--- config.mk ---
export PLATFORM = sky130hd
export DESIGN_NAME = asrb_front_flat
export DESIGN_NICKNAME = d
export VERILOG_FILES = /design/src/design/asrb_pkg.sv /design/src/design/asrb_if.sv /design/src/design/asrb_front.sv /design/src/flat_wrapper.sv
export SDC_FILE = /design/constraint.sdc
export NUM_CORES = 1
export LEC_CHECK = 0
export BUFFER_PORTS_ARGS = -buffer_cell sky130_fd_sc_hd__buf_2
export CAP_MARGIN = 25
export CORE_UTILIZATION = 31
export CTS_CLUSTER_DIAMETER = 40
export DETAILED_ROUTE_END_ITERATION = 10
export PLACE_DENSITY_LB_ADDON = 0.12
export SLEW_MARGIN = 30
export SYNTH_ARGS = -nofsm -noshare
export SYNTH_HDL_FRONTEND = slang
export SYNTH_SLANG_ARGS = --single-unit
--- constraint.sdc ---
create_clock -name clock -period 8.94 [get_ports clock]
set_clock_uncertainty 0.05 [all_clocks]
set_input_delay 0.894 -clock clock [delete_from_list [all_inputs] [get_ports clock]]
set_output_delay 0.894 -clock clock [all_outputs]
set_load 0.1 [all_outputs]
--- src/design/asrb_pkg.sv ---
// Shared types, constants and helpers of the audio sample ring buffer.
`default_nettype none

package asrb_pkg;

   // Ring geometry
   localparam int RING_BYTES = 65536;
   localparam int PTR_W      = $clog2(RING_BYTES);
   localparam int CNT_W      = $clog2(RING_BYTES + 1);
   localparam int SUM_W      = CNT_W + 1;

   // Peek batch limit
   localparam int BATCH_MAX = 64;
   localparam int BATCH_W   = $clog2(BATCH_MAX + 1);

   // Field widths fixed by the channels
   localparam int FUNC_W   = 2;
   localparam int SLOT_W   = 32;
   localparam int COUNT_W  = 17;
   localparam int BYTE_W   = 8;
   localparam int GAIN_W   = 8;
   localparam int PCM_W    = 16;
   localparam int TOTAL_W  = 32;
   localparam int PROD_W   = PCM_W + GAIN_W + 1;

   // Saturation limits of 16-bit PCM
   localparam logic signed [PROD_W-1:0] PCM_MAX = PROD_W'(32767);
   localparam logic signed [PROD_W-1:0] PCM_MIN = -PROD_W'(32768);

   localparam logic [GAIN_W-1:0] GAIN_RESET = GAIN_W'(1);

   // Request function codes
   typedef enum logic [FUNC_W-1:0] {
      FUNC_PUSH   = 2'd0,
      FUNC_PEEK   = 2'd1,
      FUNC_COMMIT = 2'd2,
      FUNC_CLEAR  = 2'd3
   } func_type;

   // Classified request passed from front end to back end
   typedef struct packed {
      func_type           func;
      logic [PCM_W-1:0]   pcm;
      logic [CNT_W-1:0]   count;
   } cmd_type;

   // One response
   typedef struct packed {
      logic [BYTE_W-1:0]  data_byte;
      logic               data_valid;
      logic               last;
      logic [COUNT_W-1:0] count_done;
      logic [COUNT_W-1:0] bytes_used;
      logic [TOTAL_W-1:0] dropped_total;
      logic [TOTAL_W-1:0] recorded_total;
   } rsp_type;

   // Back-end sequencer states
   typedef enum logic [2:0] {
      ST_IDLE,
      ST_PUSH_LO,
      ST_PUSH_HI,
      ST_COMMIT,
      ST_CLEAR,
      ST_PEEK,
      ST_PEEK_DATA,
      ST_RESP
   } state_type;

   // Ring pointer increment with wrap
   function automatic logic [PTR_W-1:0] ptr_inc(input logic [PTR_W-1:0] ptr);
      return (ptr == PTR_W'(RING_BYTES - 1)) ? '0 : ptr + 1'b1;
   endfunction

endpackage

`default_nettype wire

--- src/design/asrb_if.sv ---
// Channel interfaces: request, response and gain register write.
`default_nettype none

interface asrb_req_if;
   logic                          valid;
   logic                          ready;
   logic [asrb_pkg::FUNC_W-1:0]   func;
   logic [asrb_pkg::SLOT_W-1:0]   sample_slot;
   logic [asrb_pkg::COUNT_W-1:0]  byte_count;

   modport source (output valid, output func, output sample_slot, output byte_count,
                   input ready);
   modport sink   (input valid, input func, input sample_slot, input byte_count,
                   output ready);
endinterface


interface asrb_csr_if;
   logic                          valid;
   logic                          ready;
   logic [asrb_pkg::GAIN_W-1:0]   data;

   modport source (output valid, output data, input ready);
   modport sink   (input valid, input data, output ready);
endinterface

`default_nettype wire

--- src/design/asrb_front.sv ---
// Front end: gain register, request acceptance, PCM conversion and classification.
`default_nettype none

module asrb_front (
   input  wire logic              clock,
   input  wire logic              reset,
   asrb_req_if.sink               req_bus,
   asrb_csr_if.sink               csr_bus,
   output logic                   cmd_valid,
   input  wire logic              cmd_ready,
   output asrb_pkg::cmd_type      cmd_data
);

   import asrb_pkg::*;

   logic [GAIN_W-1:0]        gain_ff;
   logic [GAIN_W-1:0]        gain_in;
   logic signed [PCM_W-1:0]  sample_hi;
   logic signed [GAIN_W:0]   gain_s;
   logic signed [PROD_W-1:0] product;
   logic [PCM_W-1:0]         pcm_sat;
   logic [CNT_W-1:0]         peek_max;
   func_type                 func;

   // gain register, always ready for writes
   assign csr_bus.ready = 1'b1;
   assign gain_in = csr_bus.valid ? csr_bus.data : gain_ff;

   always_ff @(posedge clock) begin
      if (reset) begin
         gain_ff <= GAIN_RESET;
      end else begin
         gain_ff <= gain_in;
      end
   end

   // top half of the slot times gain, saturated to 16 bits
   assign sample_hi = signed'(req_bus.sample_slot[SLOT_W-1:SLOT_W-PCM_W]);
   assign gain_s    = signed'({1'b0, gain_ff});
   assign product   = PROD_W'(sample_hi) * PROD_W'(gain_s);

   always_comb begin
      priority if (product > PCM_MAX) begin
         pcm_sat = PCM_MAX[PCM_W-1:0];
      end else if (product < PCM_MIN) begin
         pcm_sat = PCM_MIN[PCM_W-1:0];
      end else begin
         pcm_sat = product[PCM_W-1:0];
      end
   end

   // peek length limited to one batch
   assign peek_max = (CNT_W'(req_bus.byte_count) > CNT_W'(BATCH_MAX)) ?
                     CNT_W'(BATCH_MAX) : CNT_W'(req_bus.byte_count);

   // classify
   assign func = func_type'(req_bus.func);

   always_comb begin
      cmd_data.func = func;
      cmd_data.pcm  = pcm_sat;
      unique case (func)
         FUNC_PEEK:   cmd_data.count = peek_max;
         FUNC_COMMIT: cmd_data.count = CNT_W'(req_bus.byte_count);
         FUNC_PUSH,
         FUNC_CLEAR:  cmd_data.count = '0;
      endcase
   end

   assign cmd_valid     = req_bus.valid;
   assign req_bus.ready = cmd_ready;

endmodule

`default_nettype wire

--- src/flat_wrapper.sv ---
// flat-port wrapper written by rule: the top's interface ports become plain ports
module asrb_front_flat import asrb_pkg::*;
  (clock, reset, cmd_valid, cmd_ready, cmd_data, req_bus_valid, req_bus_func, req_bus_sample_slot, req_bus_byte_count, req_bus_ready, csr_bus_valid, csr_bus_data, csr_bus_ready);
  asrb_req_if req_bus_i ();
  asrb_csr_if csr_bus_i ();
  input  wire logic clock;
  input  wire logic reset;
  output logic cmd_valid;
  input  wire logic cmd_ready;
  output asrb_pkg::cmd_type cmd_data;
  input wire logic [$bits(req_bus_i.valid)-1:0] req_bus_valid;
  input wire logic [$bits(req_bus_i.func)-1:0] req_bus_func;
  input wire logic [$bits(req_bus_i.sample_slot)-1:0] req_bus_sample_slot;
  input wire logic [$bits(req_bus_i.byte_count)-1:0] req_bus_byte_count;
  output wire logic [$bits(req_bus_i.ready)-1:0] req_bus_ready;
  input wire logic [$bits(csr_bus_i.valid)-1:0] csr_bus_valid;
  input wire logic [$bits(csr_bus_i.data)-1:0] csr_bus_data;
  output wire logic [$bits(csr_bus_i.ready)-1:0] csr_bus_ready;
  assign req_bus_i.valid = req_bus_valid;
  assign req_bus_i.func = req_bus_func;
  assign req_bus_i.sample_slot = req_bus_sample_slot;
  assign req_bus_i.byte_count = req_bus_byte_count;
  assign req_bus_ready = req_bus_i.ready;
  assign csr_bus_i.valid = csr_bus_valid;
  assign csr_bus_i.data = csr_bus_data;
  assign csr_bus_ready = csr_bus_i.ready;
  asrb_front u_core (.clock(clock), .reset(reset), .req_bus(req_bus_i), .csr_bus(csr_bus_i), .cmd_valid(cmd_valid), .cmd_ready(cmd_ready), .cmd_data(cmd_data));
endmodule
# Yosys cells after proc, flatten, opt, wreduce, memory -nomap -nowiden
# Index checks and enable logic that the tools add are counted.
[totals] elab_cells=14 rom_bits=0 regBits=8 in_bits=64 mem_bits_rw=0 memories=0 latchBits=0
[classes] order_cmp=3 shift=0 add_sub_neg=0 mux=4 multipliers=1 div_mod_pow=0 n_bitwise=0 reduce_logical=2 n_eq_ne=3
[op_table] operator="$pmux W17 S3" count=1
[op_table] operator="$mux W16" count=2
[op_table] operator="$gt A25 B16 Y1 const B" count=1
[op_table] operator="$lt A25 B16 Y1 const B" count=1
[op_table] operator="$mul A16 B9 Y25" count=1
[op_table] operator="$gt A17 B7 Y1 const B" count=1
[op_table] operator="$mux W17" count=1
[op_table] operator="$eq A2 B2 Y1 const B" count=2
[op_table] operator="$eq A2 B1 Y1 const B" count=1
[op_table] operator="$logic_not A2 Y1" count=1
[op_table] operator="$reduce_or A2 Y1" count=1

# Depth between registers and ports, before layout
[depth] ltp_word=4 ltp_mapped=21

# Worst setup path after synthesis
# No wires, ideal clock.
[synth_path] kind="input to output" start="input req_bus_sample_slot[31]" end="output cmd_data[18] (netlist bit)" path_slack_ns=0.380 arrival_time_ns=7.616 cell_stages=19 path_cell_list="and2_1 -> fa_1 -> inv_1 -> fa_1 -> inv_1 -> fa_1 -> inv_1 -> fa_1 -> inv_1 -> ha_1 -> a41oi_1 -> o21ai_0 -> o211a_1 -> a211oi_1 -> o221ai_1 -> nor3_1 -> a41oi_2 -> buf_4 -> o21ai_0"
[synth_rtl] item="start: declaration" line_no="flat_wrapper.sv:13" rtl="input wire logic [$bits(req_bus_i.sample_slot)-1:0] req_bus_sample_slot;"
[synth_rtl] item="end: declaration" line_no="flat_wrapper.sv:10" rtl="output asrb_pkg::cmd_type cmd_data;"

==> flow_summary.yaml <==
cts:
  cts_buffers: 3
  tritoncts: "done"
  clock_latency_ns: 0.23
  post_cts_buffers: 0
  cts-htree-levels: 1
  cts.sinks: 8
  cts_root_buf: "clkbuf_16"
  cts_buffer_depth: 2
  cts.repair.resized: 0
  clk_pin_slew_ns: 0.04
  postCtsHoldBufs: 0
critical_path:
  r2r_start: "u_core.gain_ff[0]"
  r2r_end: "u_core.gain_ff[0]"
  r2r_cells: 2
  cp_max_fo: 17
  critPathRequiredTime_ns: 8.00
  rrSetupSlack_ns: 7.70
  critPathCaptureType: "output port"
  start_kind: "flop"
  timing_worst_setup_path_type: "flop to output port"
  cp.arrival_ns: 6.91
detailed_routing:
  drc: 0
  dr_total_vias: 4363
  drtAntennaViolNets: 0
  first_pass_iters: 4
  drt-total-wl_mm: 13.2
  vias_per_cell: 4.67
  wire_per_inst_um: 14.1
  drt_iter0_markers: 140
sta:
  slew_viol_final: 0
  max_slew_margin_pct: 43.9
  setup_violations: 0
  fmax_ghz: 0.127
  grt_setup_unrepaired: "false"
  period_needed_ns: 7.86
  fin_crit_sh_pct: 87.9
  tightest_slew_ns: 0.839
  fin_tns_setup_ns: 0
  hold_violations: 0
die:
  fp.dieH_um: 135
  die_w_um: 135
  core_um2: 17200
  pin_count: 102
  die_area_um2: 18200
  num_rows: 48
  start_util_pct: 31.7
min_path:
  hold_start: "u_core.gain_ff[7]"
  whs_endpoint: "u_core.gain_ff[7]"
  hold_path.class: "flop to flop"
  min_path_cells: 2
synthesis:
  synth_ff_type: "dfxtp_1"
  synth_top_area_share_pct: 37.4
  synth_xor_area_share_pct: 3.37
  synthCells: 647
  synth_simple_gate_area_share_pct: 19.3
  syn_area_um2: 5460
  synth_area_leader_cell: "fa_1"
  yosys_warnings: 0
  ys_top_cells_by_area: "fa_1 37%, ha_1 11%, inv_1 11%"
  avgSynthCellArea_um2: 8.44
  synthesis.nets: 863
  synth_edf_count: 0
  yosysUniqueCellTypes: 58
  synthMuxAreaShare_pct: 1.47
  synth_compound_area_share_pct: 11.4
  ys_seq_area_share_pct: 2.93
  ys_ff_latch: 8
  yosys.area_share.adder_pct: 48.8
  async_reset_ff_share_pct: 0
  synth_top_family_by_area: "adder cells"
finish:
  largest-register: "u_core.gain_ff"
  area_growth_syn_to_layout_pct: 12.0
  reg.largest.list: "u_core.gain_ff x8"
  diodes: 0
  largest_register_ffs: 8
  drive_above_1_share_pct: 13.8
  layout.nets: 928
placement:
  gp_congestion: 0.781
  hpwl_mm: 11.2
  portBuffers: 80
power:
  leakagePower_nw: 3.26
  cellPowerDensity_nw_per_um2: 293
  total_power_mw: 1.79
  peakVddDrop_uv: 627
grt:
  antenna_found_initial: 0
  grt_pass1_vias: 4658
  grt_max_degree: 18
  grt_pass1_wl_mm: 22.3
  overflow: 0
  track_usage_pct: 15.2
job:
  cap_violations: 0
status:
  outcome: "completed"
[cell usage after synthesis, types with 2 or more instances]
master    instances
a211o_1           2
a211oi_1          4
a211oi_2          2
a21o_1            6
a21oi_1          12
a31oi_1           2
and2_1           74
and3_1            2
buf_2             2
buf_4             6
clkbuf_1         10
dfxtp_1           8
fa_1            102
ha_1             50
inv_1           156
mux2i_1           8
nand2_1          65
nand2b_1          3
nand3_1           6
nand3b_1          3
nand4_1           2
nor2_1           13
nor2b_1          19
nor3_1            6
nor4_1            2
o211a_1           2
o211ai_1          4
o21a_1            2
o21ai_0          14
o21ai_1           7
o21ai_2           4
o21bai_1          2
or4_1             3
xnor2_1          16
xor2_1            5
[cells in the final DEF (no fill, tap or decap), types with 4 or more instances in the layout]
cell type and n:
fa_1 102, o21ai_2 4, o21ai_1 7, o211ai_1 4, nand3_1 6, o21ai_0 14
nor2_1 13, xnor2_1 16, ha_1 50, a21oi_1 12, nor2b_1 19, a21o_1 6
and2_1 74, xor2_1 5, a211oi_1 4, nand2_1 65, dfxtp_1 8, buf_2 80
nor3_1 6, inv_1 156, mux2i_1 8
[worst max-delay path, stage by stage (launching register included)]
cell and delay (ns):
dfxtp_1 0.82, nand2_1 0.22, inv_1 0.17, fa_1 0.48
inv_1 0.26, fa_1 0.56, fa_1 0.54, fa_1 0.54
inv_1 0.04, ha_1 0.37, a21oi_1 0.12, o21ai_0 0.49
nor3_1 0.12, a211oi_1 0.27, o221ai_1 0.18, nor3_1 0.26
a41oi_2 0.43, o21ai_0 0.32, buf_2 0.46
[per-stage QoR]
| step | hold WS, ns | instances | cell area, µm² | worst slack [ns] | utilization [%] |
|---|---|---|---|---|---|
| after floorplan | 0.486 | 647 | 5460 | 0.380 | - |
| after global routing | 0.829 | 935 | 6120 | 0.626 | 35.5 |
| after CTS | 0.772 | 935 | 6110 | 0.991 | 35.5 |
| after global placement | 0.770 | 932 | 6040 | 1.20 | 35.0 |
| after detailed placement | 0.763 | 932 | 6040 | 1.10 | 35.0 |
| final | 0.782 | 935 | 6120 | 1.08 | 35.5 |
[area by class of cell]
type,count,area [µm²]
Fill cell,1839,11100
Sequential cell,8,160
Inverter,156,586
Multi-Input combinational cell,463,4610
Timing Repair Buffer,80,400
Tap cell,225,282
Clock buffer,3,75.1
[power breakdown]
part	leakage [nW]	switching (mW)	total (mW)	internal, mW
clock network	0.0370	0.0163	0.0738	0.0575
registers	0.0662	0.0127	0.0508	0.0381
logic	3.15	1.27	1.67	0.403
total	3.26	1.30	1.79	0.499
[metal layers]
metal,global-route usage [%],vias to the layer above,wire length (µm)
li1,-,2117,-
met1,19.8,2185,5870
met2,28.8,57,7030
met3,0.601,4,271
met4,1.37,0,31
met5,0,-,0
[cells by family (layout without fill, tap and decap cells)]
kind of cell | after synthesis | after routing
AO/OA/AOI/OAI | 81 | 81
adder cells (fa/ha/maj) | 152 | 152
buffers and inverters | 176 | 239
multiplexers | 8 | 8
AND/OR/NAND/NOR | 200 | 200
XOR/XNOR | 21 | 21
flip-flops | 8 | 8
other | 1 | 1
[how the worst max path moves through the flow]
stage | to | start | depth (start not counted)
after floorplan | cmd_data[18] | req_bus_sample_slot[31] | 19
after detailed placement | cmd_data[17] | req_bus_sample_slot[31] | 21
after CTS | cmd_data[17] | u_core.gain_ff[0] | 18
after global placement | cmd_data[17] | req_bus_sample_slot[31] | 19
final | cmd_data[21] | u_core.gain_ff[0] | 18
after global routing | cmd_data[21] | u_core.gain_ff[0] | 18
Note: power is estimated with default switching activity, not from simulation.
