<file path="src/design/asrb_pkg.sv">
// Shared types, constants and helpers of the audio sample ring buffer.
`default_nettype none

package asrb_pkg;

   // Ring geometry
   localparam int RING_BYTES = 65536;
   localparam int PTR_W      = $clog2(RING_BYTES);
   localparam int CNT_W      = $clog2(RING_BYTES + 1);
   localparam int SUM_W      = CNT_W + 1;

   // Peek batch limit
   localparam int BATCH_MAX = 64;
   localparam int BATCH_W   = $clog2(BATCH_MAX + 1);

   // Field widths fixed by the channels
   localparam int FUNC_W   = 2;
   localparam int SLOT_W   = 32;
   localparam int COUNT_W  = 17;
   localparam int BYTE_W   = 8;
   localparam int GAIN_W   = 8;
   localparam int PCM_W    = 16;
   localparam int TOTAL_W  = 32;
   localparam int PROD_W   = PCM_W + GAIN_W + 1;

   // Saturation limits of 16-bit PCM
   localparam logic signed [PROD_W-1:0] PCM_MAX = PROD_W'(32767);
   localparam logic signed [PROD_W-1:0] PCM_MIN = -PROD_W'(32768);

   localparam logic [GAIN_W-1:0] GAIN_RESET = GAIN_W'(1);

   // Request function codes
   typedef enum logic [FUNC_W-1:0] {
      FUNC_PUSH   = 2'd0,
      FUNC_PEEK   = 2'd1,
      FUNC_COMMIT = 2'd2,
      FUNC_CLEAR  = 2'd3
   } func_type;

   // Classified request passed from front end to back end
   typedef struct packed {
      func_type           func;
      logic [PCM_W-1:0]   pcm;
      logic [CNT_W-1:0]   count;
   } cmd_type;

   // One response
   typedef struct packed {
      logic [BYTE_W-1:0]  data_byte;
      logic               data_valid;
      logic               last;
      logic [COUNT_W-1:0] count_done;
      logic [COUNT_W-1:0] bytes_used;
      logic [TOTAL_W-1:0] dropped_total;
      logic [TOTAL_W-1:0] recorded_total;
   } rsp_type;

   // Back-end sequencer states
   typedef enum logic [2:0] {
      ST_IDLE,
      ST_PUSH_LO,
      ST_PUSH_HI,
      ST_COMMIT,
      ST_CLEAR,
      ST_PEEK,
      ST_PEEK_DATA,
      ST_RESP
   } state_type;

   // Ring pointer increment with wrap
   function automatic logic [PTR_W-1:0] ptr_inc(input logic [PTR_W-1:0] ptr);
      return (ptr == PTR_W'(RING_BYTES - 1)) ? '0 : ptr + 1'b1;
   endfunction

endpackage

`default_nettype wire

</file>
<file path="src/design/asrb_queue.sv">
// Short command queue between front end and back end.
`default_nettype none

module asrb_queue (
   input  wire logic              clock,
   input  wire logic              reset,
   input  wire logic              in_valid,
   output logic                   in_ready,
   input  wire asrb_pkg::cmd_type in_data,
   output logic                   out_valid,
   input  wire logic              out_ready,
   output asrb_pkg::cmd_type      out_data
);

   import asrb_pkg::*;

   localparam int DEPTH  = 2;
   localparam int QPTR_W = $clog2(DEPTH);
   localparam int FILL_W = $clog2(DEPTH + 1);

   cmd_type           ent_ff [DEPTH];
   logic [QPTR_W-1:0] wr_ptr_ff, wr_ptr_in;
   logic [QPTR_W-1:0] rd_ptr_ff, rd_ptr_in;
   logic [FILL_W-1:0] fill_ff, fill_in;
   logic              push;
   logic              pop;

   assign in_ready  = (fill_ff != FILL_W'(DEPTH));
   assign out_valid = (fill_ff != '0);
   assign out_data  = ent_ff[rd_ptr_ff];
   assign push      = in_valid && in_ready;
   assign pop       = out_valid && out_ready;

   // pointer and fill updates
   always_comb begin
      wr_ptr_in = wr_ptr_ff;
      rd_ptr_in = rd_ptr_ff;
      fill_in   = fill_ff;
      if (push) begin
         wr_ptr_in = (wr_ptr_ff == QPTR_W'(DEPTH - 1)) ? '0 : wr_ptr_ff + 1'b1;
      end
      if (pop) begin
         rd_ptr_in = (rd_ptr_ff == QPTR_W'(DEPTH - 1)) ? '0 : rd_ptr_ff + 1'b1;
      end
      if (push && !pop) begin
         fill_in = fill_ff + 1'b1;
      end else if (pop && !push) begin
         fill_in = fill_ff - 1'b1;
      end
   end

   always_ff @(posedge clock) begin
      if (reset) begin
         wr_ptr_ff <= '0;
         rd_ptr_ff <= '0;
         fill_ff   <= '0;
      end else begin
         wr_ptr_ff <= wr_ptr_in;
         rd_ptr_ff <= rd_ptr_in;
         fill_ff   <= fill_in;
      end
   end

   // entry storage
   always_ff @(posedge clock) begin
      if (push) begin
         ent_ff[wr_ptr_ff] <= in_data;
      end
   end

endmodule

`default_nettype wire

</file>
<file path="config.mk">
export PLATFORM = sky130hd
export DESIGN_NAME = asrb_queue
export DESIGN_NICKNAME = d
export VERILOG_FILES = /design/src/design/asrb_pkg.sv /design/src/design/asrb_queue.sv
export SDC_FILE = /design/constraint.sdc
export NUM_CORES = 1
export LEC_CHECK = 0
export BUFFER_PORTS_ARGS = -buffer_cell sky130_fd_sc_hd__buf_2
export CORE_ASPECT_RATIO = 0.9
export CORE_MARGIN = 2
export CORE_UTILIZATION = 48
export CTS_BUF_LIST = sky130_fd_sc_hd__clkbuf_4
export CTS_CLUSTER_DIAMETER = 150
export DETAILED_ROUTE_END_ITERATION = 10
export PLACE_DENSITY = 0.84
export SETUP_SLACK_MARGIN = 0.1
export SYNTH_ARGS = -nofsm -noshare
export SYNTH_HDL_FRONTEND = slang
export SYNTH_SLANG_ARGS = --single-unit
</file>
<file path="constraint.sdc">
create_clock -name clock -period 2 [get_ports clock]
set_input_delay 0.4 -clock clock [delete_from_list [all_inputs] [get_ports clock]]
set_output_delay 0.4 -clock clock [all_outputs]
set_load 0.02 [all_outputs]
</file>
# [Word-level counts from Yosys, hierarchy flattened]
# Memory sizes are Yosys's and may differ from the RTL's. A register that Yosys moved wholly into a read port is not among the register bits.
# Cells that the tools add are included.
[totals] n_memories=1 wordCells=25 inputBits=39 mem_bits_rw=70 regBits=4 out_inout_bits=37
[memory_table] memory="ent_ff" words=2 width=35 rd=1 rd_ports_with_merged_regs=1 write_ports=1 line_no="asrb_queue.sv:21" text="cmd_type ent_ff [DEPTH];"
[op_classes] reduce_logical=8 mux=8 n_eq_ne=1 addsub=4
[op_table] op="$mux W1" count=6
[op_table] op="$logic_and A1 B1 Y1" count=4
[op_table] op="$mux W2" count=2
[op_table] op="$reduce_bool A2 Y1" count=2
[op_table] op="$add A1 B1 Y1 const B" count=2
[op_table] op="$add A2 B1 Y2 const B" count=1
[op_table] op="$logic_not A1 Y1" count=2
[op_table] op="$ne A2 B2 Y1 const B" count=1
[op_table] op="$sub A2 B1 Y2 const B" count=1

# [Depth between registers and ports, before layout]
# Gate-level depths: netlist (run 1).
[depth] word_depth=6 mapped_depth=6 ltp_nobuf=6

# [Least setup slack after synthesis (run 1)]
# No wires, ideal clock.
[synth_path] path_kind="reg-to-reg" start="register fill_ff[0]" end="memory ent_ff[1][0] (netlist bit) (enable)" stages_incl_launch_ff=3 path_buffers=0 setup_time_ns=0.396 required_time_ns=1.604 synth_period_minus_slack_ns=2.024 slack_ns=-0.024 arrival_ns=1.628 path_cell_list="dfxtp_1 nand2b_1 and3_1"
[synth_between] elab_chain_cells=4
[synth_rtl] item="from (decl)" line_no="asrb_queue.sv:24" text="logic [FILL_W-1:0] fill_ff, fill_in;"
[synth_rtl] item="from (signal assigned)" line_no="asrb_queue.sv:60" text="fill_ff <= fill_in;"
[synth_rtl] item="$ne A2 B2 Y1" line_no="asrb_queue.sv:28" text="assign in_ready = (fill_ff != FILL_W'(DEPTH));"
[synth_rtl] item="via in_ready" line_no="asrb_queue.sv:8" text="output logic in_ready,"
[synth_rtl] item="$logic_and A1 B1 Y1" line_no="asrb_queue.sv:31" text="assign push = in_valid && in_ready;"
[synth_rtl] item="$mux W1" line_no="asrb_queue.sv:66" text="if (push) begin"
[synth_rtl] item="$mux W1 (implied by the code)" line_no="asrb_queue.sv:67" text="ent_ff[wr_ptr_ff] <= in_data;"
[synth_rtl] item="to (decl)" line_no="asrb_queue.sv:21"
# The timed path passes the listed nets, and every way through them passes these cells.

==> impl_metrics.csv, run 1 <==
group,metric,value,unit
outcome,status,"completed",
grt,grt_max_degree,21,
pwr,ir_worst_vdd,678.3,µV
critical_path,critPathSlowestCell,"dfxtp_4",
hold_path,min_path_type,"input pin to flip-flop",
grt,track_usage,15.16,%
clock_tree,ctsHoldBuffers,0,
critical_path,critical_path.top_delay_family,"flip-flops",
floorplan,start_util,48.95,%
timing,clock-skew-final,0.01539,ns
grt,grt_pass1_wl,6.989,mm
critical_path,arrival,1.47,ns
critical_path,cp_slowest_stage_delay,0.39,ns
floorplan,core_area,0.005595,mm²
critical_path,critical_path_class,"flip-flop to primary output",
critical_path,end_kind,"primary output",
synthesis,yosysMostFrequentCell,"edfxtp_1",
clock_tree,path_clk_slew,0.12,ns
placement,portBuffers,75,
grt,grt_pass1_vias,1504,
layout,diodes,0,
grt,met3_usage,6.392,%
timing,setup-violations-final,0,
critical_path,path_buf_inv,2,
grt,use_met2,25.42,%
timing,tightest_slew,0.3017,ns
clock_tree,cts_tree,"done",
synthesis,synth-edff-count,70,
placement,placed_area,0.003229,mm²
detailed_routing,drtIter0Drc,64,
layout,final.fill_count,442,
timing,slew_viol_final,0,
detailed_routing,ant_nets,0,
pwr,p_leak,1.273,nW
synthesis,synth_cell_type_count,17,
critical_path,cp.required,1.60,ns
grt,grt_overflow,0,
synthesis,synth_top_family_by_area,"multiplexers",
timing,rsz0062_at_grt,"true",
layout,nets,261,
pwr,p_per_area,1210,mW/mm²
critical_path,start_kind,"flip-flop",
floorplan,dieWidth,83.63,µm
clock_tree,htreeDepth,3,
placement,hpwl,3.107,mm
clock_tree,cts_setup_buffers,0,
layout,regArea,0.002206,mm²
timing,fin_crit_sh,93.71,%
synthesis,synth.cell_area,0.002739,mm²
timing,hold_violations,0,
layout,design_area,0.003364,mm²
layout,multi_input_area,514.2,µm²
synthesis,synth_common_cells,"edfxtp_1, mux2_2, dfxtp_1",
synthesis,synth_area_per_cell,20.59,µm²
synthesis,synth_xor_area_share,0.9593,%
synthesis,yosysTopAreaCellShare,76.75,%
timing,post-route-min-period,1.874,ns
grt,grt-busiest-layer,"met2",
layout,area_growth_syn_to_layout,22.84,%
synthesis,yosysSeqAreaShare,80.40,%
synthesis,async_reset_ff_share,0,%
floorplan,fp-row-count,26,
clock_tree,cts_sinks,75,
detailed_routing,avgViaCountPerCell,4.949,
synthesis,syn_nets,173,
synthesis,synth_compound_gate_area_share,1.096,%
critical_path,path_max_fanout,20,
synthesis,synth-simple-area-share,1.827,%
clock_tree,cts-root-buf,"clkbuf_4",
grt,antenna_found_initial,0,
synthesis,synthFlopType,"edfxtp_1",
synthesis,yosys.area.top_type,"edfxtp_1",
timing,relSlewSlack,79.68,%
floorplan,dieArea,0.006327,mm²
detailed_routing,routedWlPerCell,15.55,µm
placement,place_congestion,0.7288,
detailed_routing,first_pass_iters,3,
synthesis,synth_fa_ha_area_share,0.4568,%
clock_tree,cts_made_buffers,9,
clock_tree,clockBufferDepth,2,
timing,fmax,533.5,MHz
floorplan,die_h,75.66,µm
grt,met1_usage,17.20,%
synthesis,synth-seq-cells,75,
detailed_routing,wl,4.602,mm
run,cap_violations,0,
detailed_routing,dr_total_vias,1465,
critical_path,crit_chain,"buf_12 -> mux2_2 -> buf_2",
synthesis,synthCells,133,
clock_tree,clock_latency,0.42,ns
layout,drive_gt1_share,59.29,%
floorplan,ios,76,
synthesis,synth_mux_area_share,14.39,%
synthesis,synth_area_leaders,"edfxtp_1, mux2_2, dfxtp_1",
synthesis,synth_warnings,0,
detailed_routing,drc,0,
timing,final.setup.tns,0,ns
-- placed cells by master (no fill, tap or decap), drive strengths merged --
master    count
buf          81
clkinvlp      2
edfxtp       70
nand3b        1
ha            1
a21oi         2
dfxtp         5
and3          1
nand2b        1
clkbuf       10
and2          1
or3           1
a21bo         1
xor2          3
mux2         35
o21ai         2
or2           1
clkinv        4
nor2          3
inv           1
-- state kept, by name, indices dropped and copies added, names as in the netlist, named ones only --
register	flops
wr_ptr_ff	1
rd_ptr_ff	1
fill_ff	2
ent_ff	70
-- layout make-up --
cell class              instances  area share, %
clock buffers                  10          2.231
inverters                       1         0.1116
repair buffers                 81          13.24
clock inverters                 6         0.9669
well taps                      70          2.603
multi-input cells              53          15.28
flip-flops and latches         75          65.56
-- power by group --
group / switching, mW / leakage, nW / internal [mW]
clock: 0.490 / 0.0573 / 0.257
sequential: 0.0701 / 0.696 / 1.96
combinational: 0.735 / 0.520 / 0.555
-- layer usage --
metal	wire, µm	part of all wire [%]
met1	1917	42
met2	2252	49
met3	366	8.0
met4	65	1.4
met5	0	0
-- what timing repair did --
| item | 4_1_cts | 5_1_grt |
|---|---|---|
| endpoints found under the hold margin | 0 | 0 |
| gates resized for setup | 1 | 6 |
| setup endpoints to repair | 34 | 35 |
| pin swaps | 0 | 0 |
-- cell families (layout without fill, tap and decap cells) --
| family | after synthesis | count (layout) |
|---|---|---|
| compound gates | 5 | 5 |
| flops | 75 | 75 |
| fa+ha+maj | 1 | 1 |
| xor+xnor | 3 | 3 |
| buf+inv | 5 | 98 |
| simple gates | 9 | 9 |
| mux | 35 | 35 |
-- per-stage QoR --
| step | setup WS, ns | hold WS [ns] | std cells | util [%] | total power [mW] |
|---|---|---|---|---|---|
| final | 0.1257 | 0.1658 | 296 | 60.13 | 4.072 |
| after global routing | 0.05111 | 0.1305 | 296 | 60.13 | 4.289 |
| after CTS | 0.06766 | 0.1541 | 296 | 59.70 | 4.079 |
| after detailed placement | 0.3942 | 0.5149 | 280 | 57.71 | 3.329 |
| after global placement | 0.4532 | 0.4880 | 280 | 57.71 | 3.295 |
| after floorplan | 0.1033 | 0.4691 | 133 | - | 2.924 |
-- path summary, 6_finish.rpt --
path | start | slack (ns) | end | depth (start not counted)
worst min-delay path | in_data[26] | 0.17 | ent_ff[1][26] | 1
worst max-delay path | flip-flop | 0.13 | out_data[14] | 3
worst min register to register | fill_ff[1] | 0.52 | fill_ff[1] | 2
worst max register to register | fill_ff[0] | 0.38 | fill_ff[1] | 5
Note: power is estimated with default switching activity, not from simulation.
==> inputs of run 2 (changes only) <==
--- a/config.mk
+++ b/config.mk
@@ -9,7 +9,7 @@
 export CORE_ASPECT_RATIO = 0.9
 export CORE_MARGIN = 2
 export CORE_UTILIZATION = 48
-export CTS_BUF_LIST = sky130_fd_sc_hd__clkbuf_4
+export CTS_BUF_LIST = sky130_fd_sc_hd__clkbuf_8
 export CTS_CLUSTER_DIAMETER = 150
 export DETAILED_ROUTE_END_ITERATION = 10
 export PLACE_DENSITY = 0.84
==> run 2 against run 1 <==
Non-clock buffer count stayed put. Via count is 0.75% lower. Combinational power hardly changed. Critical path depth stayed put.
==> impl_metrics.csv, run 2 (synthesized netlist as in run 1, its figures left out) <==
group,metric,value,unit
outcome,status,"completed",
clock_tree,clockBufferDepth,2,
timing,slew_viol_final,0,
critical_path,end_kind,"primary output",
pwr,p_leak,1.291,nW
clock_tree,htreeDepth,3,
critical_path,cp.required,1.60,ns
pwr,pwr-share-comb,29.9,%
detailed_routing,routedWlPerCell,15.21,µm
hold_path,min_path_type,"input pin to flip-flop",
detailed_routing,first_pass_iters,2,
placement,place_congestion,0.7288,
critical_path,crit_chain,"buf_4 -> mux2_2 -> buf_2",
pwr,finalPower,4.207,mW
detailed_routing,dr_total_vias,1454,
timing,relSlewSlack,79.72,%
clock_tree,cts_setup_buffers,0,
pwr,p_sw_share,30.61,%
pwr,intPower,2.919,mW
layout,nets,261,
floorplan,dieArea,0.006327,mm²
layout,fin_util,60.64,%
layout,layout_commonest_cell,"buf_2",
detailed_routing,wl,4.501,mm
pwr,ir_worst_vdd,711.0,µV
detailed_routing,ant_nets,0,
timing,rsz0062_at_grt,"false",
grt,grt_max_degree,21,
layout,final_cell_mix,"buf_2, edfxtp_1, mux2_2",
placement,portBuffers,75,
clock_tree,cts_made_buffers,9,
layout,largest-register,"ent_ff",
floorplan,fp-row-count,26,
timing,fmax,551.6,MHz
timing,hold_violations,0,
critical_path,arrival,1.41,ns
grt,grt_pass1_wl,6.955,mm
layout,final.fill_count,433,
clock_tree,cts-root-buf,"clkbuf_8",
critical_path,critPathSlowestCell,"mux2_2",
floorplan,dieWidth,83.63,µm
detailed_routing,drtIter0Drc,42,
timing,setup-violations-final,0,
run,cap_violations,0,
critical_path,start_kind,"flip-flop",
grt,antenna_found_initial,0,
floorplan,die_h,75.66,µm
timing,fin_crit_sh,90.65,%
clock_tree,cts_sinks,75,
pwr,seqPwrFrac,48.2,%
critical_path,path_max_fanout,15,
pwr,p_clk_share,21.9,%
critical_path,critical_path_class,"flip-flop to primary output",
timing,tightest_slew,0.3010,ns
layout,diodes,0,
pwr,p_switching,1.288,mW
detailed_routing,avgViaCountPerCell,4.912,
layout,drive_gt1_share,58.85,%
pwr,p_per_area,1240,mW/mm²
floorplan,ios,76,
timing,clock-skew-final,0.005285,ns
critical_path,cp_slowest_stage_delay,0.37,ns
floorplan,core_area,0.005595,mm²
grt,grt_overflow,0,
critical_path,r2r_slack,0.39,ns
clock_tree,path_clk_slew,0.07,ns
timing,final.setup.tns,0,ns
clock_tree,cts_tree,"done",
layout,reg_top3,"ent_ff x70, fill_ff x2",
placement,hpwl,3.107,mm
layout,largest_register_ffs,70,
clock_tree,clock_latency,0.32,ns
floorplan,start_util,48.95,%
grt,track_usage,14.77,%
grt,grt_pass1_vias,1521,
detailed_routing,drc,0,
layout,area_growth_syn_to_layout,23.89,%
timing,post-route-min-period,1.813,ns
## run 2: through the flow
stage               cell area [µm²]  hold WS [ns]  cells  setup WS, ns
floorplan                      2740        0.4691    133        0.1033
global placement               3229        0.4880    280        0.4532
detailed placement             3229        0.5149    280        0.3942
CTS                            3390        0.2455    296        0.1079
global route                   3393        0.2421    296        0.1315
finish                         3393        0.2602    296        0.1870
## run 2: final timing paths
kind / to / cells after the start / startpoint
setup / recovery: out_data[26] / 3 / flip-flop
hold reg to reg: fill_ff[1] / 2 / fill_ff[1]
hold / removal: ent_ff[1][23] / 1 / in_data[23]
setup reg to reg: fill_ff[1] / 5 / fill_ff[0]
## run 2: power groups by stage
stage,registers [mW],logic (mW),clock network [mW]
2_1_floorplan,2.04,0.881,0
3_3_place_gp,2.05,1.25,0
3_5_place_dp,2.06,1.26,0
4_1_cts,2.03,1.27,0.966
5_1_grt,2.05,1.35,1.04
6_report,2.03,1.26,0.923
## run 2: critical path, delay by kind of cell (launching register included)
family	cells	cell delay, ns
buffers and inverters	2	0.39
muxes	1	0.37
DFF	1	0.33
## run 2: repair_timing
item                       4_1_cts  5_1_grt
setup endpoints to repair        0       20
hold buffers                     0        0
gates resized for setup          0        1
## run 2: layout make-up
type,count,area (µm²),share of cell area [%]
flip-flops and latches,75,2203,64.93
multi-input cells,53,514.2,15.15
repair buffers,81,424.2,12.50
clock buffers,9,123.9,3.650
well taps,70,87.58,2.581
clock inverters,7,36.28,1.069
inverters,1,3.754,0.1106
## run 2: layer usage
| layer | track usage [%] | wire length, µm | vias up |
|---|---|---|---|
| li1 | - | - | 694 |
| met1 | 17.14 | 1899 | 699 |
| met2 | 25.69 | 2204 | 51 |
| met3 | 5.092 | 316 | 10 |
| met4 | 6.452 | 80 | 0 |
| met5 | 0 | 0 | - |
==> inputs of run 3 (changes only) <==
--- a/config.mk
+++ b/config.mk
@@ -8,12 +8,12 @@
 export BUFFER_PORTS_ARGS = -buffer_cell sky130_fd_sc_hd__buf_2
 export CORE_ASPECT_RATIO = 0.9
 export CORE_MARGIN = 2
-export CORE_UTILIZATION = 48
+export CORE_UTILIZATION = 35
 export CTS_BUF_LIST = sky130_fd_sc_hd__clkbuf_8
 export CTS_CLUSTER_DIAMETER = 150
 export DETAILED_ROUTE_END_ITERATION = 10
-export PLACE_DENSITY = 0.84
-export SETUP_SLACK_MARGIN = 0.1
+export PLACE_DENSITY = 0.66
+export SETUP_SLACK_MARGIN = 0.02
 export SYNTH_ARGS = -nofsm -noshare
 export SYNTH_HDL_FRONTEND = slang
 export SYNTH_SLANG_ARGS = --single-unit
==> run 3 against run 2 <==
Via count increased by 2.1%. Final cell count increased by 8.4%. Wire length increased by 4.4%. Global-route usage decreased by 3.0 points. Critical path depth unchanged. Sequential power about the same. Power increased by 7.9%. Largest power group unchanged.
==> impl_metrics.csv, run 3 (synthesized netlist as in run 1, its figures left out) <==
group,metric,value,unit
outcome,status,"completed",
placement,portBuffers,75,
timing,whs,0.2382,ns
layout,final.fill_count,685,
critical_path,start_kind,"flip-flop",
floorplan,ios,76,
placement,pre_cts_ws,0.3928,ns
pwr,p_leak,1.318,nW
detailed_routing,first_pass_iters,3,
clock_tree,cts_made_buffers,9,
grt,grt_max_degree,25,
pwr,p_per_area,1302,mW/mm²
detailed_routing,drtIter0Drc,24,
timing,fin_ws,0.1842,ns
clock_tree,clock_latency,0.34,ns
timing,relSlewSlack,77.33,%
grt,antenna_found_initial,0,
layout,reg_top3,"ent_ff x70, fill_ff x2",
floorplan,fp-row-count,30,
layout,area_growth_syn_to_layout,27.36,%
timing,rsz0062_at_grt,"false",
clock_tree,htreeDepth,3,
run,cap_violations,0,
layout,diodes,0,
critical_path,critPathSlowestCell,"dfxtp_2",
timing,final.setup.tns,0,ns
critical_path,arrival,1.42,ns
placement,placed_area,0.003274,mm²
clock_tree,cts_resized,0,
clock_tree,path_clk_slew,0.08,ns
layout,largest-register,"ent_ff",
critical_path,path_max_fanout,11,
layout,final_cell_mix,"buf_2, edfxtp_1, mux2_2",
detailed_routing,drc,0,
timing,slew_viol_final,0,
timing,setup-violations-final,0,
grt,grt_pass1_vias,1531,
timing,post-route-min-period,1.816,ns
clock_tree,cts_sinks,75,
timing,hold_violations,0,
detailed_routing,avgViaCountPerCell,4.626,
clock_tree,ctsHoldBuffers,0,
floorplan,start_util,36.12,%
timing,clock-skew-final,0.006471,ns
hold_path,min_path_type,"input pin to flip-flop",
grt,track_usage,11.78,%
critical_path,critical_path_class,"flip-flop to primary output",
timing,fin_crit_sh,90.79,%
timing,tightest_slew,0.3366,ns
clock_tree,clockBufferDepth,2,
floorplan,core_area,0.007582,mm²
clock_tree,cts-root-buf,"clkbuf_8",
detailed_routing,routedWlPerCell,14.64,µm
placement,place_congestion,0.6734,
pwr,ir_worst_vdd,536.0,µV
layout,design_area,0.003488,mm²
critical_path,crit_chain,"buf_4 -> mux2_2 -> buf_2",
layout,nets,261,
detailed_routing,wl,4.698,mm
critical_path,end_kind,"primary output",
layout,largest_register_ffs,70,
grt,grt_pass1_wl,7.410,mm
floorplan,dieWidth,97.25,µm
layout,drive_gt1_share,60.00,%
critical_path,cp.required,1.60,ns
floorplan,dieArea,0.008550,mm²
critical_path,cp_slowest_stage_delay,0.35,ns
floorplan,die_h,87.92,µm
layout,layout_commonest_cell,"buf_2",
detailed_routing,ant_nets,0,
placement,hpwl,3.144,mm
detailed_routing,dr_total_vias,1485,
clock_tree,cts_tree,"done",
grt,grt_overflow,0,
timing,fmax,550.7,MHz
clock_tree,cts_setup_buffers,0,
[run 3: cell types whose count changed in the layout (fill, tap and decap cells not counted)]
cell        previous run  this run
buf_12                 0         1
buf_6                  1         0
bufinv_16              0         2
clkinv_1               2         0
clkinv_2               2         1
clkinv_4               0         1
clkinvlp_4             2         1
inv_1                  2         1
inv_6                  0         1
[run 3: layer usage]
layer	track usage, %	vias up	share of wire [%]
li1	-	692	-
met1	13.38	729	42
met2	19.38	56	48
met3	5.267	8	7.3
met4	5.682	0	1.9
met5	0	-	0
[run 3: metrics by stage]
step                std cells  power, mW  utilization [%]
floorplan                 133      2.924                -
global placement          306      3.345            43.18
detailed placement        306      3.369            43.18
CTS                       321      4.634            46.01
global route              321      4.783            46.01
finish                    321      4.540            46.01
[run 3: layout make-up]
| cell class | instances | area [µm²] | share of cell area, % |
|---|---|---|---|
| Inverter | 1 | 3.754 | 0.1076 |
| Tap cell | 96 | 120.1 | 3.443 |
| Clock inverter | 6 | 90.09 | 2.582 |
| Clock buffer | 9 | 123.9 | 3.551 |
| Timing Repair Buffer | 81 | 432.9 | 12.41 |
| Sequential cell | 75 | 2203 | 63.16 |
| Multi-Input combinational cell | 53 | 514.2 | 14.74 |
[run 3: worst paths after layout]
| kind | cells past startpoint | slack [ns] | from | to |
|---|---|---|---|---|
| worst max-delay path | 3 | 0.18 | flip-flop | out_data[12] |
| worst min-delay path | 1 | 0.24 | in_data[28] | ent_ff[0][28] |
| worst max register to register | 5 | 0.38 | fill_ff[0] | fill_ff[1] |
| worst min register to register | 2 | 0.51 | rd_ptr_ff | flip-flop |
[run 3: report_power, final]
part / leakage, nW / switching, mW / internal (mW) / total [mW]
clock: 0.106 / 0.533 / 0.699 / 1.23
sequential: 0.695 / 0.0625 / 1.96 / 2.03
combinational: 0.517 / 0.745 / 0.537 / 1.28
total: 1.32 / 1.34 / 3.20 / 4.54
[run 3: critical path, delay by kind of cell (launching register included)]
family	cells	cell delay [ns]
buf+inv	2	0.37
flops	1	0.35
mux	1	0.35
